<file path="src/rtl/core/ipv4ov_pkg.sv">
// Shared types and constants for the IPv4 option list validator.
// Holds option type codes, seen-mask bits and the result record layout.
// No dependencies.
package ipv4ov_pkg;

  // Option type codes (first byte of an option).
  localparam logic [7:0] OPT_EOL  = 8'h00;
  localparam logic [7:0] OPT_NOP  = 8'h01;
  localparam logic [7:0] OPT_RR   = 8'h07;
  localparam logic [7:0] OPT_TS   = 8'h44;
  localparam logic [7:0] OPT_LSRR = 8'h83;
  localparam logic [7:0] OPT_SSRR = 8'h89;
  localparam logic [7:0] OPT_RA   = 8'h94;

  // Bits of the mask of options already seen in this buffer.
  localparam logic [3:0] SEEN_SR = 4'h1;
  localparam logic [3:0] SEEN_TS = 4'h2;
  localparam logic [3:0] SEEN_RR = 4'h4;
  localparam logic [3:0] SEEN_RA = 4'h8;

  // Timestamp flag values that select the entry size.
  localparam logic [3:0] TS_FLAG_TS_ONLY  = 4'h0;
  localparam logic [3:0] TS_FLAG_ADDR     = 4'h1;
  localparam logic [3:0] TS_FLAG_PRESPEC  = 4'h3;

  // Result record; status sits in the lowest bit once packed.
  typedef struct packed {
    logic [5:0] bytes_to_copy;
    logic [5:0] first_hop_offset;
    logic       status;
  } result_t;

  // Mask bit for an option type, zero for types that are not supported.
  function automatic logic [3:0] seen_bit(input logic [7:0] t);
    logic [3:0] r;
    r = 4'h0;
    case (t)
      OPT_LSRR, OPT_SSRR: r = SEEN_SR;
      OPT_TS:             r = SEEN_TS;
      OPT_RR:             r = SEEN_RR;
      OPT_RA:             r = SEEN_RA;
      default:            r = 4'h0;
    endcase
    return r;
  endfunction

endpackage

</file>
<file path="src/rtl/core/ipv4_option_list_validator_core.sv">
// IPv4 option list validator, top level and only module.
// Scans an option buffer one byte per transaction and reports one result per buffer.
// Depends on ipv4ov_pkg.
//
// Result: when the transaction carrying the last byte is accepted, the buffer's
// result is registered in the result register, or in the skid stage if one waits.
// Throughput: one byte per cycle while the skid stage is empty; the per-byte checks
// sit between the scan state registers and the result register, so nothing iterates.
// A result register plus one skid stage let input continue while a result waits.
// Reset: rst is synchronous and active high; it clears the scan state and empties
// the result and skid registers.
module ipv4_option_list_validator_core
  import ipv4ov_pkg::*;
#(
  parameter int MAX_OPTIONS_BYTES = 40
) (
  input  logic        clk,
  input  logic        rst,
  // Slave side: one option byte per transaction.
  input  logic        s_tvalid,
  output logic        s_tready,
  input  logic [15:0] s_tdata,   // [7:0] option_byte, [15:8] buffer_length
  input  logic        s_tlast,   // last_of_buffer
  // Master side: one result per buffer.
  output logic        m_tvalid,
  input  logic        m_tready,
  output logic [15:0] m_tdata    // [0] status, [6:1] first_hop_offset,
                                 // [12:7] bytes_to_copy, [15:13] zero
);

  // Scan state. It is cleared after every buffer's last byte.
  logic [7:0] buffer_position;
  logic [5:0] option_start;
  logic [7:0] byte_in_option;
  logic [7:0] current_type;
  logic [7:0] current_length;
  logic [7:0] pointer_value;
  logic [3:0] seen_mask;
  logic       error_flag;
  logic       stopped_flag;
  logic [5:0] hop_offset;
  logic [5:0] consumed_count;

  logic [7:0] buffer_position_next;
  logic [5:0] option_start_next;
  logic [7:0] byte_in_option_next;
  logic [7:0] current_type_next;
  logic [7:0] current_length_next;
  logic [7:0] pointer_value_next;
  logic [3:0] seen_mask_next;
  logic       error_flag_next;
  logic       stopped_flag_next;
  logic [5:0] hop_offset_next;
  logic [5:0] consumed_count_next;

  // Result register and skid stage.
  result_t out_reg;
  result_t skid_reg;
  logic    skid_valid;
  result_t new_result;

  logic [7:0] opt_byte;
  logic [7:0] buf_len;
  logic       accept;
  logic       len_ok;
  logic       out_free;

  assign opt_byte = s_tdata[7:0];
  assign buf_len  = s_tdata[15:8];
  assign s_tready = !skid_valid;
  assign accept   = s_tvalid && s_tready;
  assign len_ok   = (buf_len >= 8'd2) && (buf_len <= 8'(MAX_OPTIONS_BYTES));
  assign out_free = !m_tvalid || m_tready;
  assign m_tdata  = {3'b000, out_reg};

  // Per-byte scan. The option bytes are handled by their place inside the
  // option: type, length, pointer, and for timestamps the flag byte.
  always_comb begin
    logic [7:0] t;
    logic [7:0] ol;
    logic [7:0] data;
    logic [7:0] entry_mask;
    logic [7:0] room;
    logic       advance;

    buffer_position_next = buffer_position;
    option_start_next    = option_start;
    byte_in_option_next  = byte_in_option;
    current_type_next    = current_type;
    current_length_next  = current_length;
    pointer_value_next   = pointer_value;
    seen_mask_next       = seen_mask;
    error_flag_next      = error_flag;
    stopped_flag_next    = stopped_flag;
    hop_offset_next      = hop_offset;
    consumed_count_next  = consumed_count;

    t          = current_type;
    ol         = current_length;
    data       = 8'd0;
    entry_mask = 8'd3;
    room       = buf_len - {2'b00, option_start};
    advance    = 1'b0;

    if (buf_len != 8'd0) begin
      if (buffer_position != 8'hFF) begin
        buffer_position_next = buffer_position + 8'd1;
      end
      if (len_ok && (buffer_position < buf_len) && !error_flag && !stopped_flag) begin
        consumed_count_next = buffer_position[5:0] + 6'd1;
        if (byte_in_option == 8'd0) begin
          if (opt_byte == OPT_NOP) begin
            // Padding byte, nothing to check.
          end else if (opt_byte == OPT_EOL) begin
            stopped_flag_next = 1'b1;
          end else if (({1'b0, buffer_position} + 9'd1 >= {1'b0, buf_len}) ||
                       (seen_bit(opt_byte) == 4'h0)) begin
            error_flag_next = 1'b1;
          end else begin
            current_type_next   = opt_byte;
            option_start_next   = buffer_position[5:0];
            byte_in_option_next = 8'd1;
          end
        end else if (byte_in_option == 8'd1) begin
          current_length_next = opt_byte;
          ol = opt_byte;
          if ((opt_byte > room) || ((seen_mask & seen_bit(t)) != 4'h0)) begin
            error_flag_next = 1'b1;
          end else if (t == OPT_RA) begin
            if (opt_byte != 8'd4) begin
              error_flag_next = 1'b1;
            end else begin
              seen_mask_next = seen_mask | SEEN_RA;
              advance = 1'b1;
            end
          end else if (t == OPT_TS) begin
            if (opt_byte < 8'd4) error_flag_next = 1'b1;
            else advance = 1'b1;
          end else begin
            // Route options: at least one address, whole 4-byte addresses.
            data = opt_byte - 8'd3;
            if ((opt_byte < 8'd7) || (data[1:0] != 2'b00)) error_flag_next = 1'b1;
            else advance = 1'b1;
          end
        end else if (byte_in_option == 8'd2) begin
          pointer_value_next = opt_byte;
          if ((t != OPT_TS) && (t != OPT_RA)) begin
            data = ol - 8'd3;
            if ((opt_byte < 8'd4) || (opt_byte[1:0] != 2'b00) ||
                (data < opt_byte - 8'd4)) begin
              error_flag_next = 1'b1;
            end else begin
              // Source routes with hops left point at the next hop address.
              if ((t != OPT_RR) && (data > opt_byte - 8'd4)) begin
                hop_offset_next = opt_byte[5:0] - 6'd1 + option_start;
              end
              seen_mask_next = seen_mask | seen_bit(t);
              advance = 1'b1;
            end
          end else begin
            advance = 1'b1;
          end
        end else if ((byte_in_option == 8'd3) && (t == OPT_TS)) begin
          data = ol - 8'd4;
          if ((opt_byte[3:0] == TS_FLAG_ADDR) || (opt_byte[3:0] == TS_FLAG_PRESPEC)) begin
            entry_mask = 8'd7;
          end else begin
            entry_mask = 8'd3;
          end
          if ((opt_byte[3:0] != TS_FLAG_TS_ONLY) && (opt_byte[3:0] != TS_FLAG_ADDR) &&
              (opt_byte[3:0] != TS_FLAG_PRESPEC)) begin
            error_flag_next = 1'b1;
          end else if ((data <= entry_mask) || ((data & entry_mask) != 8'd0) ||
                       (pointer_value < 8'd5) ||
                       (((pointer_value - 8'd5) & entry_mask) != 8'd0) ||
                       (data < pointer_value - 8'd5)) begin
            error_flag_next = 1'b1;
          end else begin
            seen_mask_next = seen_mask | SEEN_TS;
            advance = 1'b1;
          end
        end else begin
          advance = 1'b1;
        end

        if (advance) begin
          if (byte_in_option + 8'd1 >= ol) byte_in_option_next = 8'd0;
          else byte_in_option_next = byte_in_option + 8'd1;
        end
      end
    end
  end

  // Result for a buffer whose last byte is being accepted.
  always_comb begin
    new_result = '0;
    if (buf_len == 8'd0) begin
      new_result = '0;
    end else if (!len_ok) begin
      new_result.status = 1'b1;
    end else if (error_flag_next ||
                 (!stopped_flag_next && (buffer_position_next < buf_len))) begin
      new_result.status           = 1'b1;
      new_result.first_hop_offset = hop_offset_next;
    end else begin
      new_result.first_hop_offset = hop_offset_next;
      new_result.bytes_to_copy    = consumed_count_next;
    end
  end

  // Scan state registers.
  always_ff @(posedge clk) begin
    if (rst || (accept && s_tlast)) begin
      buffer_position <= '0;
      option_start    <= '0;
      byte_in_option  <= '0;
      current_type    <= '0;
      current_length  <= '0;
      pointer_value   <= '0;
      seen_mask       <= '0;
      error_flag      <= 1'b0;
      stopped_flag    <= 1'b0;
      hop_offset      <= '0;
      consumed_count  <= '0;
    end else if (accept) begin
      buffer_position <= buffer_position_next;
      option_start    <= option_start_next;
      byte_in_option  <= byte_in_option_next;
      current_type    <= current_type_next;
      current_length  <= current_length_next;
      pointer_value   <= pointer_value_next;
      seen_mask       <= seen_mask_next;
      error_flag      <= error_flag_next;
      stopped_flag    <= stopped_flag_next;
      hop_offset      <= hop_offset_next;
      consumed_count  <= consumed_count_next;
    end
  end

  // Output register with one skid stage. Input stalls only while the skid
  // stage holds a result.
  always_ff @(posedge clk) begin
    if (rst) begin
      m_tvalid   <= 1'b0;
      skid_valid <= 1'b0;
    end else if (skid_valid) begin
      if (out_free) begin
        m_tvalid   <= 1'b1;
        skid_valid <= 1'b0;
      end
    end else if (accept && s_tlast) begin
      if (out_free) m_tvalid <= 1'b1;
      else skid_valid <= 1'b1;
    end else if (m_tready) begin
      m_tvalid <= 1'b0;
    end
  end

  always_ff @(posedge clk) begin
    if (skid_valid) begin
      if (out_free) out_reg <= skid_reg;
    end else if (accept && s_tlast) begin
      if (out_free) out_reg <= new_result;
      else skid_reg <= new_result;
    end
  end

  // The skid stage only fills behind a waiting result.
  assert property (@(posedge clk) disable iff (rst) skid_valid |-> m_tvalid)
    else $error("skid stage holds a result while the output is empty");

  // An invalid buffer never reports bytes to copy.
  assert property (@(posedge clk) disable iff (rst)
    (m_tvalid && out_reg.status) |-> (out_reg.bytes_to_copy == 6'd0))
    else $error("bytes_to_copy nonzero on an invalid result");

  // Scan state is clear after a buffer closes.
  assert property (@(posedge clk) disable iff (rst)
    (accept && s_tlast) |=> ((buffer_position == 8'd0) && (seen_mask == 4'h0) &&
                             !error_flag && !stopped_flag))
    else $error("scan state not cleared after the last byte");

  // The position inside an option stays below the option length once that length is read.
  assert property (@(posedge clk) disable iff (rst)
    (byte_in_option != 8'd0) |-> ((byte_in_option < current_length) ||
                                  (byte_in_option == 8'd1)))
    else $error("byte_in_option ran past the option length");

endmodule
</file>
<file path="config.mk">
export PLATFORM = sky130hd
export DESIGN_NAME = ipv4_option_list_validator_core
export DESIGN_NICKNAME = d
export VERILOG_FILES = /design/src/rtl/core/ipv4ov_pkg.sv /design/src/rtl/core/ipv4_option_list_validator_core.sv
export SDC_FILE = /design/constraint.sdc
export NUM_CORES = 1
export LEC_CHECK = 0
export ABC_CLOCK_PERIOD_IN_PS = 3800
export BUFFER_PORTS_ARGS = -buffer_cell sky130_fd_sc_hd__buf_4
export CAP_MARGIN = 10
export CORE_MARGIN = 1
export CORE_UTILIZATION = 45
export CTS_CLUSTER_DIAMETER = 80
export DETAILED_ROUTE_END_ITERATION = 10
export PLACE_DENSITY = 0.75
export SLEW_MARGIN = 20
export SYNTH_ARGS = -nofsm -noshare
export SYNTH_HDL_FRONTEND = slang
export SYNTH_SLANG_ARGS = --single-unit
</file>
<file path="constraint.sdc">
create_clock -name clk -period 3.8 [get_ports clk]
set_clock_uncertainty 0.2 [all_clocks]
set_input_delay 0.19 -clock clk [delete_from_list [all_inputs] [get_ports clk]]
set_output_delay 0.19 -clock clk [all_outputs]
set_load 0.03 [all_outputs]
</file>
### After elaboration in Yosys (flattened, before gate mapping)

Index checks and enable logic that the tools add are counted.

| word-level totals | value |
|---|---|
| register bits after elaboration | 92 |
| logic and storage cells | 264 |

| operators by class | value |
|---|---|
| magnitude comparators | 14 |
| mux-type cells | 113 |
| reductions and logical operators | 58 |
| $add $sub $neg | 12 |
| bitwise operators | 12 |
| equality and inequality tests | 34 |

Operator list:

| cell | count |
|---|---|
| 8-bit two-way mux | 18 |
| 4-bit two-way mux | 23 |
| 6-bit two-way mux | 11 |
| 13-bit two-way mux | 5 |
| 1-bit two-way mux | 49 |
| 8-bit equality test, second input constant | 6 |
| 8-bit < comparator | 4 |
| 4-bit case mux with 4 select lines | 2 |
| 8-bit zero test | 3 |
| 8-bit by 3-bit < comparator with 1-bit output, second input constant | 3 |
| 8-bit nonzero test | 3 |
| 8-bit by 3-bit subtractor with 8-bit output, second input constant | 3 |
| 10-bit AND reduction | 2 |
| 8-bit by 1-bit adder with 8-bit output, second input constant | 2 |
| 8-bit AND | 2 |
| 8-bit by 1-bit equality test with 1-bit output, second input constant | 2 |
| 8-bit by 2-bit equality test with 1-bit output, second input constant | 2 |
| 8-bit by 3-bit equality test with 1-bit output, second input constant | 2 |
| 8-bit by 7-bit equality test with 1-bit output, second input constant | 2 |
| 8-bit greater-than comparator | 2 |
| 8-bit by 3-bit inequality test with 1-bit output, second input constant | 2 |
| 8-bit inequality test, second input constant | 2 |
| 7-bit AND reduction | 2 |
| 2-bit nonzero test | 7 |
| 36 further kinds | 84 |

### Longest topological paths before layout

Gate-level depths: netlist of the first run.

| logic depth | value |
|---|---|
| depth after elaboration | 30 |
| mapped depth | 20 |
| gate-level depth less buffers | 19 |

### Worst setup path after synthesis of the first run

OpenSTA, ideal clock, no wires.

| path | value |
|---|---|
| kind | register to register |
| start point | register byte_in_option[3] |
| end point | register byte_in_option[2] |
| path slack | 0.132 ns |
| arrival time | 3.393 ns |
| cell stages (with the launch flop) | 17 |
| setup time | 0.074 ns |
| path buffers | 2 |
| data required time | 3.526 ns |
| cells stage by stage | dfxtp_1 > or4_4 > nor3_4 > nand2_1 > or2_2 > clkbuf_1 > buf_2 > o21ai_0 > ha_1 > nand2b_1 > a211oi_1 > o21ai_0 > a211oi_1 > nor2_1 > nor2_1 > nand3b_1 > a31oi_1 |

| between the ends | value |
|---|---|
| longest elaborated chain between the ends | 10 |

Ends and longest elaborated chain:

| what | RTL line | source |
|---|---|---|
| start: declaration | ipv4_option_list_validator_core.sv:34 | `logic [7:0] byte_in_option;` |
| start signal: assignment | ipv4_option_list_validator_core.sv:228 | `byte_in_option <= byte_in_option_next;` |
| branches (longest 10 deep; another with 8-bit greater-or-equal comparator) | n/a |  |

Several ways; the timed one is not identified. The select of a mux whose other input is x is not followed.
A chain may end at the register's enable or synchronous reset.

### Final worst setup path of the first run

| path | value |
|---|---|
| start point | input s_tdata[3] |
| end point | register hop_offset[4] |

| between the ends | value |
|---|---|
| longest elaborated chain between the ends | 11 |

Ends and longest elaborated chain:

| what | RTL line | source |
|---|---|---|
| start: declaration | ipv4_option_list_validator_core.sv:22 | `input logic [15:0] s_tdata,` |
| 8-bit by 3-bit subtractor with 8-bit output | ipv4_option_list_validator_core.sv:150, ipv4_option_list_validator_core.sv:154 |  |
| 8-bit greater-than comparator | ipv4_option_list_validator_core.sv:154 | `if ((t != OPT_RR) && (data > opt_byte - 8'd4)) begin` |
| 1-bit logical AND | ipv4_option_list_validator_core.sv:154 |  |
| 6-bit two-way mux | ipv4_option_list_validator_core.sv:154 |  |
| 6-bit two-way mux * | ipv4_option_list_validator_core.sv:149 | `if ((opt_byte < 8'd4) \|\| (opt_byte[1:0] != 2'b00) \|\|` |
| 6-bit two-way mux * | ipv4_option_list_validator_core.sv:147 | `if ((t != OPT_TS) && (t != OPT_RA)) begin` |
| 6-bit two-way mux * | ipv4_option_list_validator_core.sv:145 | `end else if (byte_in_option == 8'd2) begin` |
| 6-bit two-way mux * | ipv4_option_list_validator_core.sv:124 | `end else if (byte_in_option == 8'd1) begin` |
| 6-bit two-way mux * | ipv4_option_list_validator_core.sv:111 | `if (byte_in_option == 8'd0) begin` |
| 6-bit two-way mux * | ipv4_option_list_validator_core.sv:109 | `if (len_ok && (buffer_position < buf_len) && !error_flag && !stopped_flag) begin` |
| 6-bit two-way mux * | ipv4_option_list_validator_core.sv:105 | `if (buf_len != 8'd0) begin` |
| end signal: assignment | ipv4_option_list_validator_core.sv:235 | `hop_offset <= hop_offset_next;` |
| end: declaration | ipv4_option_list_validator_core.sv:41 | `logic [5:0] hop_offset;` |

Mark *: on every way between the ends. The rest lies on a longest branch, timed or not.

==> flow_results.org, run 1 <==
** Synthesis
- Largest cells by area after synthesis :: sky130_fd_sc_hd__dfxtp_1, sky130_fd_sc_hd__ha_1, sky130_fd_sc_hd__edfxtp_1
- Predominant post-synthesis flop cell :: sky130_fd_sc_hd__dfxtp_1
- Counting flops and latches in the post-synthesis netlist gives 92.
- Library cell occupying the most area in the post-synthesis netlist :: sky130_fd_sc_hd__dfxtp_1
- Mapped Area :: 6890 um2
- Number of standard cells after synthesis :: 793
- Synth Area per Inst :: 8.69 um2
- Synthesis warning total :: 0
- For this run, asynchronously set or reset flops after synthesis account for 0.
- Post-synthesis sequential area ratio :: 0.305
- The share of synthesized area in the top cell type comes to 0.192.
- After synthesis, the netlist uses 71 different library cells.
- Number of enable-type register cells in the synthesized netlist :: 26

** Power and ir drop
- Tot Pwr :: 2.30 mW
- Peak supply drop :: just over 0.2 mV
- Leakage power summed over all cells :: 3.19 nW
- For this design the ratio of total power to cell area is 285 nW/um2.

** Cells and area
- Leaving out fill and tap cells, the most frequent cell in the layout is sky130_fd_sc_hd__nor2_1.
- Nets :: 960
- Proportion of layout cells with a drive suffix above 1 :: 0.171
- Most used cells in the layout excluding fill and tap cells :: sky130_fd_sc_hd__nor2_1, sky130_fd_sc_hd__ha_1, sky130_fd_sc_hd__buf_4, sky130_fd_sc_hd__dfxtp_1, sky130_fd_sc_hd__inv_1
- Area growth from synthesis to final layout :: 16.7%
- The finished layout holds about 1000 standard cells, fillers aside.
- 0 antenna diodes ended up in the layout.

** Place
- Port buffering added 35 buffers.
- Routability-driven placement finished with a final weighted congestion of 0.887.
- Timing analysis after detailed placement gives a worst setup slack of -0.0682 ns.
- Placed insts :: 1021
- Detailed placement finished with a half-perimeter wire length of between 10 and 15 mm.

** STA
- The final max-slew violation count is 0.
- Post-route worst hold slack :: 0.0108 ns
- Once routing completed, OpenROAD measured the worst setup slack at 0.133 ns.
- The final count of hold timing violations came to 0.
- Finish-stage setup viols :: 0
- In the finished design, the share of the clock period the worst path needs comes to 0.965.
- Transition at the pin with the smallest max-transition slack :: 0.610 ns
- Summed negative setup slack over all endpoints :: 0 ns
- For this run, the top clock speed supported by timing is 0.273 GHz.
- Final critical delay including setup and external delays :: roughly 3.7 ns
- Slew headroom :: 0.590

** Min path
- Path type of the worst min-delay path :: in2reg
- In this run the most critical hold path is launched from s_tdata[1].

** Routing
- The first detailed-routing pass ran for 5 iterations.
- In the routed layout, each cell is associated on average with a via count of 5.65.
- Met1 WL :: 8.27 mm
- In the final routed layout, each cell accounts on average for 16.3 um.
- Met3 wire length :: ~850 um
- Antenna violation net count after detailed routing :: 0
- For this block, the routed nets add up to 17.0 mm of wire.
- For this run, design rule violations remaining after detail routing come to 0.
- Summing over every cut layer, the via total after detailed routing is 5901.
- Uppermost routed layer :: met4
- The first routing iteration left about 500 violations.
- Routed length on met2 :: 7.62 mm

** Critical path
- Chain of cells forming the critical path :: dlygate4sd3_1, buf_4, inv_1, ha_1, nand2_1, xor2_1, ha_1, o21ai_0, nor2_1, o311ai_0, a21oi_1, nand4_1, buf_4, nor4_4, buf_6, mux2i_1, nor2_1
- At the worst endpoint, the required time is 3.83 ns.
- Startpoint Class :: input port
- Standard cell with the maximum stage delay on the critical path :: sky130_fd_sc_hd__dlygate4sd3_1
- Crit path capture type :: flop
- The critical path starts at s_tdata[3].
- The worst setup path is of the in2reg kind.
- For the worst setup path, the data arrival time is 3.70 ns.
- Worst path max stage delay :: 0.54 ns
- Worst Path Max Fanout :: 7
- In this run the critical register-to-register path is launched from current_length[2]$_SDFFE_PP0P_.

** Clocking
- Count of clock tree sinks :: 92
- Clock Latency Late Sink :: 0.36 ns
- The longest clock path from root to sink contains 2 buffers.
- Clock-pin slew was measured on the worst setup and hold paths at 0.07 ns.
- CTS root buffer :: sky130_fd_sc_hd__clkbuf_16
- Clock tree from TritonCTS :: built
- Counting the buffers created by CTS gives 9.
- In this run the number of H-tree levels came out at 3.

** Run
- Max-cap violations in this run came to 0.

** Die
- I/O pin total :: 39
- Die span in y :: 126 um
- Area inside the core boundary :: 14800 um2
- Row generation in the floorplan step produced 44 rows.
- The floorplan step set the die width to 126 um.
- The floorplan step defined a die boundary enclosing 15800 um2.
- For this configuration, the core starts out at a cell density of 0.467.

** GRT
- Entering global routing, the biggest net connects 42 pins.
- For this run the aggregate overflow at the end of global routing stands at 0.
- Global-route total usage across every layer :: 0.221
- Wire length of the first global-routing pass :: about 28 mm
- The initial antenna violation count was 0.
- Vias in the first global route :: 5549

** Status
- The run finished with clean final reports.
[timing repair]
| action | 4_1_cts | 5_1_grt |
|---|---|---|
| hold buffers | 6 | 0 |
| resized for setup | 2 | 26 |
| buffers inserted | 0 | 1 |
| pin swaps | 0 | 15 |
| setup endpoints to repair | 10 | 40 |
| endpoints found under the hold margin | 8 | 0 |
[layer usage]
layer	up-vias	global-route usage
met4	0	0.0815
met1	2775	0.308
met3	24	0.0293
met5	-	0
li1	2927	-
met2	175	0.349
[cells by family (layout without fill, tap and decap cells)]
kind of cell | count (synthesis) | after routing | synth area share
fa+ha+maj | 84 | 84 | 0.155
other cells | 1 | 3 | 0.000544
mux | 47 | 47 | 0.0684
buf+inv | 96 | 161 | 0.0576
xor+xnor | 50 | 50 | 0.0646
simple gates | 272 | 272 | 0.201
flops | 92 | 92 | 0.305
compound gates | 151 | 151 | 0.148
[report_power, final]
| group | internal, mW | switching (mW) |
|---|---|---|
| Clock | 0.464 | 0.444 |
| Combinational | 0.144 | 0.221 |
| Sequential | 1.02 | 0.00724 |
[worst paths after layout]
path,cells after the start,slack (ns),endpoint
worst max register to register,14,0.15,skid_reg[0]$_DFFE_PP_
worst max-delay path,17,0.13,hop_offset[4]$_SDFFE_PP0P_
worst min-delay path,3,0.01,pointer_value[1]$_SDFFE_PP0P_
worst min register to register,1,0.27,seen_mask[2]$_SDFFE_PP0P_
[synth_stat cells (all sizes together), types with 2 or more instances]
cell type / n
buf: 13
dfxtp: 66
a31oi: 7
nor3: 17
a21o: 5
or2: 4
fa: 2
o31a: 2
and2: 9
nand4: 14
clkbuf: 25
o211ai: 13
nor2: 102
nor4: 9
or4b: 2
o31ai: 11
nand2b: 9
nor2b: 10
nor3b: 6
inv: 58
xnor2: 32
and4: 2
o21a: 4
a211o: 4
and4b: 2
mux2i: 46
nand2: 53
edfxtp: 26
o22ai: 2
xor2: 18
a21oi: 44
and3: 4
nand3: 17
o2111ai: 2
ha: 82
o21ai: 30
a41oi: 2
nor4b: 2
a211oi: 15
nand3b: 5
a31o: 2
nand4b: 3
[stage by stage]
stage | utilization | area [um2]
final | 0.545 | 8050
after global routing | 0.545 | 8050
after CTS | 0.537 | 7920
after detailed placement | 0.513 | 7570
after global placement | 0.513 | 7570
after floorplan | - | 6900
[worst max-delay path, delay by kind of cell]
kind / cells / cell delay (ns)
xor gates and xnor gates: 1 / 0.14
buffers and inverters: 5 / 1.30
adders and majority gates: 2 / 0.51
muxes: 1 / 0.19
and+or+nand+nor: 5 / 0.78
AOI/OAI and AO/OA: 3 / 0.56
[area by class of cell]
| class | count | area [um2] |
|---|---|---|
| inverter | 58 | 218 |
| sequential | 92 | 2100 |
| multi-input combinational | 607 | 4510 |
| fill | 1341 | 6710 |
| clock inverter | 7 | 66.3 |
| tap | 184 | 230 |
| timing repair buffer | 87 | 692 |
| clock buffer | 9 | 225 |
Power figures use the tool's default switching activity.
==> run 2, diff against run 1 <==
--- a/config.mk
+++ b/config.mk
@@ -8,11 +8,13 @@
 export ABC_CLOCK_PERIOD_IN_PS = 3800
 export BUFFER_PORTS_ARGS = -buffer_cell sky130_fd_sc_hd__buf_4
 export CAP_MARGIN = 10
+export CELL_PAD_IN_SITES_DETAIL_PLACEMENT = 2
+export CELL_PAD_IN_SITES_GLOBAL_PLACEMENT = 2
 export CORE_MARGIN = 1
-export CORE_UTILIZATION = 45
+export CORE_UTILIZATION = 35
 export CTS_CLUSTER_DIAMETER = 80
 export DETAILED_ROUTE_END_ITERATION = 10
-export PLACE_DENSITY = 0.75
+export PLACE_DENSITY = 0.88
 export SLEW_MARGIN = 20
 export SYNTH_ARGS = -nofsm -noshare
 export SYNTH_HDL_FRONTEND = slang
==> flow_results.org, run 2 (synthesis gave the netlist of run 1 again) <==
** Power and ir drop
- The leakage power total was 3.35 nW (+5.1%).
- Tot Pwr :: 2.57 mW (+12%)
- The power density over the cells came to 300 nW/um2 (+5.0%).
- Peak supply drop :: 0.287 mV (+39%)

** Die
- Initial standard-cell utilization of the core :: 0.362 (-0.105)
- Die extent in x :: 142 um (+13%)
- The number of standard-cell rows in the floorplan was 50 (+14%).
- The top-level I/O count came to 39 (unchanged).
- The placeable core region came to 19000 um2 (+29%).
- The die boundary height is 142 um (+13%).
- The die area was 20300 um2 (+28%).

** Routing
- Via count :: 7050 (+19%)
- Iteration count of the initial detailed-routing pass :: 7 (+2)
- The average via count per standard cell was 6.20 (+9.7%).
- The total length of routed wires was 33.7 mm (+98%).
- The remaining routing DRC violations is 0 (unchanged).
- The post-route antenna net violation count came to 0 (unchanged).
- The iteration-0 DRC count of the detailed router is 567 (+14%).
- The average wire length per cell after detail routing came to 29.6 um (+82%).

** Cells and area
- The number of antenna cells inserted came to 0 (unchanged).
- The fraction of layout instances using a drive strength above 1 came to 0.227 (+0.0560).
- The fill cell instance count of the final layout was 2046 (+53%).
- The number of nets at the end of the flow was 977 (+1.8%).
- Area growth from synthesis to final layout :: 24.4%
- Sequential cell area :: 2110 um2 (+0.36%)
- The area used by multi-input combinational logic came to 4750 um2 (+5.3%).
- The library cells used most frequently in the layout, excluding fill and tap cells, are sky130_fd_sc_hd__buf_4, sky130_fd_sc_hd__nor2_1, sky130_fd_sc_hd__ha_1, sky130_fd_sc_hd__dfxtp_1, sky130_fd_sc_hd__inv_1.
- The library cell used most frequently in the layout, excluding fill and tap cells, is sky130_fd_sc_hd__buf_4.

** Min path
- The worst hold path belongs to the class in2reg.
- Hold Path Cell Cnt :: 3 (unchanged)

** GRT
- Largest net degree at the start of global routing :: 34 (-19%)
- The number of global-route vias before repair was 7672 (+38%).
- The first-pass GRT wire length is 47.2 mm (+69%).
- The aggregate global routing overflow is 0 (unchanged).
- Number of antenna violations at the first check in global routing :: 0 (unchanged)
- Global-route total usage across every layer :: 0.316 (+0.0952)

** STA
- The measured slew at the worst slew-check pin came to 0.995 ns (+0.385 ns).
- The fmax is 0.234 GHz (-14%).
- The final worst-path cycle share came to 1.12 (+0.158).
- The least setup slack across all paths after layout was -0.468 ns (-0.600 ns).
- Slew headroom :: 0.337 (-0.253)
- Setup repair after global routing could not meet its margin everywhere.
- Final hold vios :: 0 (unchanged)
- Finish-stage setup viols :: 37 (+37)
- The final max-slew violation count came to 0 (unchanged).
- Post-route worst hold slack :: 0.00716 ns (-0.00361 ns)
- The minimum clock period after layout was 4.27 ns (+0.600 ns).

** Clocking
- The number of buffers created by CTS is 9 (unchanged).
- The clock transition at the registers of the reported paths came to 0.09 ns (+0.02 ns).
- Clock Latency Late Sink :: 0.38 ns (+0.02 ns)
- The H-tree depth reported by CTS was 3 (unchanged).
- CTS root buffer :: sky130_fd_sc_hd__clkbuf_16
- Maximum buffer depth of the clock tree :: 2 (unchanged)
- The number of sinks handled by clock tree synthesis was 92 (unchanged).
- Clock tree from TritonCTS :: built

** Place
- The port buffer count was 35 (unchanged).
- Weighted congestion reported at the end of routability-driven placement :: 0.842 (-5.1%)
- Dpl ws :: -0.357 ns (-0.289 ns)
- The HPWL reported at the end of detailed placement was 18.8 mm (+48%).

** Critical path
- The arrival time reported for the critical path endpoint was 4.22 ns (+0.52 ns).
- Required time worst endpoint :: 3.75 ns (-0.08 ns)
- The worst setup path is of the reg2reg kind.
- Worst Path Max Fanout :: 6 (-1)
- Worst reg-to-reg path cell count :: 18 (+4)
- Crit path capture type :: flop
- STA classifies the critical path startpoint as a flop.

** Run
- Max-cap violations :: 0 (unchanged)

** Status
- The flow ran to the end, but the final reports show violations.
- Failing checks :: setup timing
==> run 2: changes by cell type in the layout (fill, tap and decap cells not counted), sizes merged <==
cell / delta
inv: -2
dlygate4sd3: -1
clkinv: +2
bufinv: +1
buf: +17
clkinvlp: -1
clkbuf: +1
==> run 2: metal layers <==
metal	wire length, um	GRT usage	vias to the layer above
met5	0	0	-
met4	2430	0.193	0
met3	1850	0.0515	181
met2	16600	0.556	371
met1	12900	0.357	3535
li1	-	-	2963
==> run 2: path summary, 6_finish.rpt <==
check	slack, ns	end	start
max	-0.47	m_tdata[0]$_DFFE_PP_	option_start[2]$_SDFFE_PP0P_
min	0.007	current_type[1]$_SDFFE_PP0P_	s_tdata[1]
max reg2reg	-0.47	m_tdata[0]$_DFFE_PP_	option_start[2]$_SDFFE_PP0P_
min reg2reg	0.32	seen_mask[2]$_SDFFE_PP0P_	seen_mask[2]$_SDFFE_PP0P_
==> run 2: critical path, stage by stage, from the launching register on <==
cell                       delay, ns
sky130_fd_sc_hd__dfxtp_1        0.43
sky130_fd_sc_hd__inv_1          0.12
sky130_fd_sc_hd__ha_2           0.34
sky130_fd_sc_hd__o21ai_4        0.10
sky130_fd_sc_hd__a21oi_2        0.09
sky130_fd_sc_hd__o21ai_1        0.19
sky130_fd_sc_hd__nand2b_1       0.14
sky130_fd_sc_hd__a211oi_2       0.29
sky130_fd_sc_hd__xnor2_1        0.12
sky130_fd_sc_hd__ha_1           0.34
sky130_fd_sc_hd__nand4_1        0.18
sky130_fd_sc_hd__nor2_1         0.17
sky130_fd_sc_hd__a211o_1        0.14
sky130_fd_sc_hd__nand4_1        0.18
sky130_fd_sc_hd__a31o_4         0.29
sky130_fd_sc_hd__o21ai_4        0.09
sky130_fd_sc_hd__o221ai_4       0.19
sky130_fd_sc_hd__buf_12         0.19
sky130_fd_sc_hd__a31o_4         0.22
==> run 2: repair_timing <==
action | in CTS | in global routing
pin swaps | 18 | 46
hold endpoints to repair | 5 | 0
setup buffers | 14 | 8
endpoints found under the setup margin | 35 | 56
cloned | 1 | 0
hold buffers | 5 | 0
gates resized for setup | 32 | 58
==> run 2: layout make-up <==
| type | instances | share of cell area |
|---|---|---|
| multi-input cells | 607 | 0.554 |
| well taps | 260 | 0.0379 |
| clock inverters | 7 | 0.0107 |
| inverters | 58 | 0.0257 |
| clock buffers | 9 | 0.0263 |
| flip-flops and latches | 92 | 0.246 |
| repair buffers | 104 | 0.0994 |
==> run 2: metrics by stage <==
step            util  setup TNS, ns  std cells  instance area, um2
2_1_floorplan      -              0        795                6900
5_1_grt        0.451         -10.26       1137                8570
3_5_place_dp   0.404          -3.39       1096                7680
4_1_cts        0.437         -0.361       1132                8310
6_report       0.451          -8.37       1137                8570
3_3_place_gp   0.404              0       1096                7680
==> run 2: power by group <==
part	internal, mW	switching (mW)
Combinational	0.174	0.317
Clock	0.530	0.523
Sequential	1.01	0.0102
Total	1.72	0.850
